==> config.mk <==
export PLATFORM = sky130hd
export DESIGN_NAME = gbol_rank
export DESIGN_NICKNAME = d
export VERILOG_FILES = /design/src/design/gbol_pkg.sv /design/src/design/gbol_rank.sv
export SDC_FILE = /design/constraint.sdc
export NUM_CORES = 1
export LEC_CHECK = 0
export CORE_UTILIZATION = 25
export CTS_CLUSTER_DIAMETER = 60
export DETAILED_ROUTE_END_ITERATION = 16
export DONT_BUFFER_PORTS = 1
export GPL_ROUTABILITY_DRIVEN = 1
export REMOVE_ABC_BUFFERS = 1
export SLEW_MARGIN = 20
export SYNTH_ARGS = -nofsm -noshare
export SYNTH_HDL_FRONTEND = slang
export SYNTH_SLANG_ARGS = --single-unit
==> constraint.sdc <==
create_clock -name i_clk -period 5 [get_ports i_clk]
set_input_delay 0.5 -clock i_clk [delete_from_list [all_inputs] [get_ports i_clk]]
set_output_delay 0.5 -clock i_clk [all_outputs]
set_load 0.005 [all_outputs]
==> src/design/gbol_pkg.sv <==
// shared constants, types and helpers of the grid block owner lookup
`default_nettype none
package gbol_pkg;

    localparam int MAX_PROCS   = 64;
    localparam int COORD_BITS  = 24;
    localparam int NUM_AXES    = 3;
    localparam int SLOT_W      = $clog2(MAX_PROCS);
    localparam int SLOT_IN_W   = 6;
    localparam int PROCS_W     = 7;
    localparam int DIMS_W      = 2;
    localparam int AXIS_W      = 2;
    localparam int CELLS_W     = 24;
    localparam int RANK_W      = 18;
    localparam int TABLE_DEPTH = NUM_AXES * MAX_PROCS;
    localparam int ADDR_W      = $clog2(TABLE_DEPTH);
    localparam int CFG_IDX_W   = 2;
    localparam int CFG_DATA_W  = 7;

    typedef logic [COORD_BITS-1:0] t_coord;
    typedef logic [CELLS_W-1:0]    t_cells;
    typedef logic [SLOT_IN_W-1:0]  t_slot_in;
    typedef logic [SLOT_W-1:0]     t_slot;
    typedef logic [PROCS_W-1:0]    t_procs;
    typedef logic [AXIS_W-1:0]     t_axis;
    typedef logic [DIMS_W-1:0]     t_dims;
    typedef logic [RANK_W-1:0]     t_rank;
    typedef logic [ADDR_W-1:0]     t_addr;
    typedef logic [CFG_IDX_W-1:0]  t_cfg_idx;
    typedef logic [CFG_DATA_W-1:0] t_cfg_data;

    localparam logic MODE_LOAD  = 1'b0;
    localparam logic MODE_QUERY = 1'b1;

    localparam t_axis AXIS_X = 2'd0;
    localparam t_axis AXIS_Y = 2'd1;
    localparam t_axis AXIS_Z = 2'd2;

    localparam t_cfg_idx CFG_DIMS    = 2'd0;
    localparam t_cfg_idx CFG_PROCS_X = 2'd1;
    localparam t_cfg_idx CFG_PROCS_Y = 2'd2;
    localparam t_cfg_idx CFG_PROCS_Z = 2'd3;

    localparam t_coord COORD_MAX = {COORD_BITS{1'b1}};

    // slab indices and counts handed to the rank unit
    typedef struct packed {
        t_slot  s_x;
        t_slot  s_y;
        t_slot  s_z;
        t_procs n_x;
        t_procs n_y;
    } t_rank_req;

    // zero counts as one slab, anything above the table size as the table size
    function automatic t_procs clamp_procs(input t_procs n);
        t_procs res;
        res = n;
        if (n == '0) begin
            res = PROCS_W'(1);
        end else if (n > PROCS_W'(MAX_PROCS)) begin
            res = PROCS_W'(MAX_PROCS);
        end
        return res;
    endfunction

    function automatic t_addr table_addr(input t_axis axis, input t_slot slot);
        return t_addr'(ADDR_W'(axis) * ADDR_W'(MAX_PROCS)) + t_addr'(slot);
    endfunction

endpackage
`default_nettype wire

==> src/design/gbol_rank.sv <==
// row-major rank from slab indices, three register stages
`default_nettype none
module gbol_rank (
    input  wire logic                i_clk,
    input  wire logic                i_rst_n,
    input  wire logic                i_start,
    input  wire gbol_pkg::t_rank_req i_req,
    output      logic                o_done,
    output      gbol_pkg::t_rank     o_rank
);
    import gbol_pkg::*;

    localparam int P1_W  = SLOT_W + PROCS_W;
    localparam int NN_W  = 2 * PROCS_W;
    localparam int P2_W  = SLOT_W + NN_W;
    localparam int SUM_W = P2_W + 1;

    logic              r_v1, r_v2, r_v3;
    logic [P1_W-1:0]   r_p1;
    logic [NN_W-1:0]   r_nn;
    t_slot             r_sx1, r_sz1;
    logic [SUM_W-1:0]  r_part;
    logic [P2_W-1:0]   r_p2;
    t_rank             r_rank;

    always_ff @(posedge i_clk) begin
        if (!i_rst_n) begin
            r_v1 <= 1'b0;
            r_v2 <= 1'b0;
            r_v3 <= 1'b0;
        end else begin
            r_v1 <= i_start;
            r_v2 <= r_v1;
            r_v3 <= r_v2;
        end
    end

    always_ff @(posedge i_clk) begin
        if (i_start) begin
            r_p1  <= P1_W'(i_req.s_y) * P1_W'(i_req.n_x);
            r_nn  <= NN_W'(i_req.n_x) * NN_W'(i_req.n_y);
            r_sx1 <= i_req.s_x;
            r_sz1 <= i_req.s_z;
        end
        if (r_v1) begin
            r_p2   <= P2_W'(r_sz1) * P2_W'(r_nn);
            r_part <= SUM_W'(r_sx1) + SUM_W'(r_p1);
        end
        if (r_v2) begin
            r_rank <= RANK_W'(r_part + SUM_W'(r_p2));
        end
    end

    assign o_done = r_v3;
    assign o_rank = r_rank;
endmodule
`default_nettype wire

==> results.md, run 1 <==
- Worst Skew: 9.92 ps
- ANT cells: 0
- Most frequent cells in the layout: and2_1, inv_1, ha_1, fa_1, edfxtp_1
- Detail-routed via count per cell: 4.10
- Final Hold Viols: 0
- Worst slack at placement: 498 ps
- Register area share after synthesis: 30.4%
- Post-CTS Hold Buffers: 0
- Most common cell after layout, fill and taps aside: and2_1
- Residual DRC count: 0
- Area after DPL: 9530 sq um
- Via count: 5,404
- RSZ-0062 raised after global routing: no
- Root buf cell: clkbuf_16
- CP startpoint kind: flip-flop
- CP max FO: 14
- Syn Inst Count: between 800 and 900
- Clk sinks: 92
- Post-synth top area share: between 20 and 30%
- Max Cap Viol: 0
- Starting Density: between 20% and 30%
- Required time worst endpoint: ~5100 ps
- Mapped Avg Cell Area: about 11 sq um
- Post-route ant nets: 0
- DR WL/cell: between 10 and 15 um
- Pwr dens: 647 nW/um^2
- Gr usage total: under 10%
- Outcome: complete, no violations
- Die X: 192 um
- Final Max Slew Viols: 0
- Yosys Warn Count: 0
- Fill count: 3,664
- Pin count of the biggest net entering global routing: 41
- Post-layout util: 27.7%
- CTS tree: done
- Core box area: 35,500 sq um
- CTS Buf Count: 9
- Die area: about 37,000 sq um
- Post-synth EDFFs: 89
- Slew headroom: 46.3%
- H-tree depth: 3
- Leading area contributor after synthesis: edfxtp_1
- Share of cells above drive strength 1: 2.56%
- Routability cong.: 0.817
- Layout Nets: 1,079
- Longest Clk Path Bufs: 2
- Synth area leaders: edfxtp_1, fa_1, ha_1, and2_1, inv_1
- Initial antenna violation count: 0
- Hold Crit Class: in2reg
- Maximum VDD drop: roughly 0.00037 V
- Tmin final: 4430 ps
- Global-route wire length before repair: 28,300 um
- Vias in the first global route: 5,616
- Main synth FF type: edfxtp_1
- DPL Wire Length: 14,100 um
- Async SR Flop Fraction: 0%
- Clock Latency Late Sink: 350 ps
- # rows: 69
- Crit path kind: reg2reg
- Leakage: ~4.3 nW
- Worst Max-Slew Pin Slew: 805 ps
- Yosys reg bits: 92
- IO Pins: 54
- Critical path endpoint category: flip-flop
- Setup tns final: 0 ps
- WL final: about 17,000 um
- CTS clk-pin slew, worst paths: 70 ps
- CP arrival: between 4000 and 5000 ps
- Synth cell types: 41
- Final worst setup slack: about 570 ps
- First DRT Iteration DRCs: ~160
- GRT overflow: 0
- Max Clk Rate: 225 MHz
- Port-buffer cells: 0
- Finished Cell Area: about 9800 sq um
- CTS resizes: 0
- Area grow syn2layout: 9.32%
- Post-CTS Setup Repair Bufs: 0
- Setup Viol. Count Final: 0
- Fin crit share: 88.7%
- Mapped Area: 8990 sq um
- Initial DRT Pass Iterations: 4
- FF+latch area: roughly 2700 sq um
- Die height: approximately 190 um
- Multi-input gate area: between 5000 and 6000 sq um
[flip-flops by register name (all words and copies together), names as in the netlist]
| register | count |
|---|---|
| o_done | 1 |
| o_rank | 18 |
| r_nn | 14 |
| r_p1 | 13 |
| r_p2 | 18 |
| r_part | 14 |
| r_sx1 | 6 |
| r_sz1 | 6 |
| r_v1 | 1 |
| r_v2 | 1 |
[through the flow]
stage                     std cells  power, W  hold slack, ps
after floorplan                 841   0.00488             513
after global placement         1303   0.00562             454
after detailed placement       1303   0.00571             449
after CTS                      1319   0.00645             220
after global routing           1319   0.00710             219
final                          1319   0.00636             240
[final cells by class]
class,instances,area share [%]
clock buffers,9,2.29
clock inverters,7,0.827
inverters,130,4.96
multi-input cells,619,58.2
flip-flops and latches,92,27.8
well taps,461,5.87
repair buffers,1,0.0763
[worst max-delay path, stage by stage (launching register included)]
cell,delay [ps]
edfxtp_1,570
and2_1,230
fa_1,490
fa_1,540
inv_1,50
fa_1,520
inv_1,40
ha_1,340
nand2_1,90
o21ai_0,150
o41ai_1,430
a21oi_1,220
a21o_1,220
a21oi_1,180
xnor2_1,80
[metal layers]
metal  track usage [%]  part of all wire, %  vias up
met1              13.6                   51     2546
li1                  -                    -     2786
met5                 0                    0        -
met3              1.53                  2.3       10
met2              15.5                   45       62
met4              2.75                  1.1        0
[cell usage after synthesis (all sizes together) (14+ instances only)]
cell type	count
and2	147
inv	130
ha	96
fa	95
edfxtp	89
nand2	52
xnor2	42
a21oi	36
nor2	24
o21ai	18
xor2	16
clkbuf	14
[path summary, 6_finish.rpt]
check | startpoint | to | slack (ps) | cells past startpoint
worst min-delay path | i_req[16] | r_sz1[2]$_DFFE_PP_ | 240 | 0
worst max-delay path | r_sz1[4]$_DFFE_PP_ | r_p2[14]$_DFFE_PP_ | 570 | 14
worst max register to register | r_sz1[4]$_DFFE_PP_ | r_p2[14]$_DFFE_PP_ | 570 | 14
worst min register to register | r_v1$_SDFF_PN0_ | r_v2$_SDFF_PN0_ | 460 | 1
[logic make-up after synthesis]
family | share of synthesized area [%]
buffers and inverters | 6.01
XOR/XNOR | 5.65
flip-flops | 30.4
AO/OA/AOI/OAI | 6.73
adder cells (fa/ha/maj) | 34.5
AND/OR/NAND/NOR | 16.7
[power breakdown]
group          leakage (nW)  switching, W  internal (W)  total [W]
Sequential            0.867      0.000164       0.00134    0.00150
Combinational          3.31       0.00225       0.00191    0.00416
Clock                 0.147      0.000304      0.000395   0.000700
Total                  4.33       0.00272       0.00364    0.00636
Note: power is estimated with default switching activity, not from simulation.
==> run 2: changes to the inputs <==
CELL_PAD_IN_SITES_DETAIL_PLACEMENT = 0   (was not set)
CELL_PAD_IN_SITES_GLOBAL_PLACEMENT = 2   (was not set)
PLACE_DENSITY_LB_ADDON = 0.1   (was not set)
==> results.md, run 2 (synthesis results as in run 1) <==
- Outcome: complete, no violations (unchanged)
- Post-CTS Hold Buffers: 0 (unchanged)
- CP startpoint kind: flip-flop (unchanged)
- Initial DRT Pass Iterations: 4 (unchanged)
- First DRT Iteration DRCs: 162 (was 158)
- Gr usage total: 10.9% (was 9.74%)
- Die area: 36,700 sq um (unchanged)
- Starting Density: 25.3% (unchanged)
- Post-CTS Setup Repair Bufs: 0 (unchanged)
- # rows: 69 (unchanged)
- Layout Nets: 1,079 (unchanged)
- CTS tree: done (unchanged)
- WL final: 18,800 um (was 16,600 um)
- Pwr dens: 663 nW/um^2 (was 647 nW/um^2)
- Die height: 192 um (unchanged)
- Clock Latency Late Sink: 360 ps (was 350 ps)
- CP max FO: 13 (was 14)
- Critical path endpoint category: flip-flop (unchanged)
- Finished Cell Area: 9830 sq um (about the same)
- DPL Wire Length: 16,000 um (was 14,100 um)
- Area after DPL: 9530 sq um (unchanged)
- Slew headroom: 41.1% (was 46.3%)
- DR WL/cell: 14.3 um (was 12.5 um)
- Residual DRC count: 0 (unchanged)
- CTS clk-pin slew, worst paths: 70 ps (about the same)
- Maximum VDD drop: 0.000329 V (was 0.000371 V)
- Via count: 5,473 (was 5,404)
- ANT cells: 0 (unchanged)
- CP arrival: 4560 ps (was 4530 ps)
- GR Util met1: 14.7% (was 13.6%)
- Core box area: 35,500 sq um (unchanged)
- Fin crit share: 89.3% (was 88.7%)
- GRT busiest layer: met2 (unchanged)
- Root buf cell: clkbuf_16 (unchanged)
- Max Clk Rate: 224 MHz (was 225 MHz)
- Area grow syn2layout: 9.24% (was 9.32%)
- IO Pins: 54 (unchanged)
- Routability cong.: 0.766 (was 0.817)
- Most common cell after layout, fill and taps aside: and2_1 (unchanged)
- CTS resizes: 0 (unchanged)
- Detail-routed via count per cell: 4.15 (was 4.10)
- Crit path kind: reg2reg (unchanged)
- Worst slack at placement: 443 ps (was 498 ps)
- Port-buffer cells: 0 (unchanged)
- CTS Buf Count: 9 (unchanged)
- GRT overflow: 0 (unchanged)
- Most frequent cells in the layout: and2_1, inv_1, ha_1, fa_1, edfxtp_1 (unchanged)
- Global-route wire length before repair: 31,400 um (was 28,300 um)
- Final Max Slew Viols: 0 (unchanged)
- Die X: 192 um (unchanged)
- Tmin final: 4460 ps (was 4430 ps)
- Hold Crit Class: in2reg (unchanged)
- Leakage: 4.32 nW (was 4.33 nW)
- Final Hold Viols: 0 (unchanged)
- Required time worst endpoint: 5100 ps (was 5090 ps)
- Worst Skew: 9.98 ps (was 9.92 ps)
- Post-route ant nets: 0 (unchanged)
- Clk sinks: 92 (unchanged)
- Vias in the first global route: 5,972 (was 5,616)
- RSZ-0062 raised after global routing: no (unchanged)
- Max Cap Viol: 0 (unchanged)
- H-tree depth: 3 (unchanged)
- Share of cells above drive strength 1: 2.56% (unchanged)
- Initial antenna violation count: 0 (unchanged)
- Final std cells w/o fill: 1,319 (unchanged)
- Final worst setup slack: 536 ps (was 565 ps)
- Met3 Usage GRT: 1.90% (was 1.53%)
- Worst Max-Slew Pin Slew: 882 ps (was 805 ps)
- Pin count of the biggest net entering global routing: 41 (unchanged)
- Hold slack: 235 ps (was 240 ps)
- Longest Clk Path Bufs: 2 (unchanged)
- Met2 Use GR: 17.6% (was 15.5%)
- Setup tns final: 0 ps (unchanged)
- Placed Cells: 1,303 (unchanged)
- Setup Viol. Count Final: 0 (unchanged)
==> run 2: path summary, 6_finish.rpt <==
kind,slack [ps],end,startpoint,cells past startpoint
worst max-delay path,540,r_p2[14]$_DFFE_PP_,r_sz1[5]$_DFFE_PP_,14
worst min-delay path,240,r_sx1[5]$_DFFE_PP_,i_req[31],0
worst max register to register,540,r_p2[14]$_DFFE_PP_,r_sz1[5]$_DFFE_PP_,14
worst min register to register,550,o_rank[0]$_DFFE_PP_,r_p2[0]$_DFFE_PP_,1
==> run 2: power by group <==
group / switching (W) / internal, W
combinational: 0.00240 / 0.00195
sequential: 0.000152 / 0.00134
clock: 0.000318 / 0.000360
total: 0.00287 / 0.00364
==> run 2: critical path, cell delays in order, from the launching register on <==
cell      delay, ps
edfxtp_1        550
and2_1          230
fa_1            510
fa_1            540
inv_1            50
fa_1            550
inv_1            50
ha_1            350
nand2_1          80
o21ai_0         130
o41ai_1         470
a21oi_1         220
a21o_1          220
a21oi_1         170
xnor2_1          80
==> run 2: layer usage <==
| layer | wire length [um] | part of all wire, % | vias to the layer above |
|---|---|---|---|
| li1 | - | - | 2785 |
| met1 | 9670 | 51 | 2610 |
| met2 | 8430 | 45 | 60 |
| met3 | 452 | 2.4 | 18 |
| met4 | 289 | 1.5 | 0 |
| met5 | 0 | 0 | - |
==> run 2: metrics by stage <==
| step | util (%) | power [W] |
|---|---|---|
| floorplan | - | 0.00488 |
| finish | 27.7 | 0.00651 |
| CTS | 27.7 | 0.00666 |
| detailed placement | 26.8 | 0.00593 |
| global placement | 26.8 | 0.00595 |
| global route | 27.7 | 0.00723 |
==> run 2: layout make-up <==
type	instances	area, sq um
sequential	92	2730
clock buffer	10	239
fill	3751	25700
inverter	130	488
clock inverter	6	60.1
timing repair buffer	1	7.51
tap	461	577
multi-input combinational	619	5720
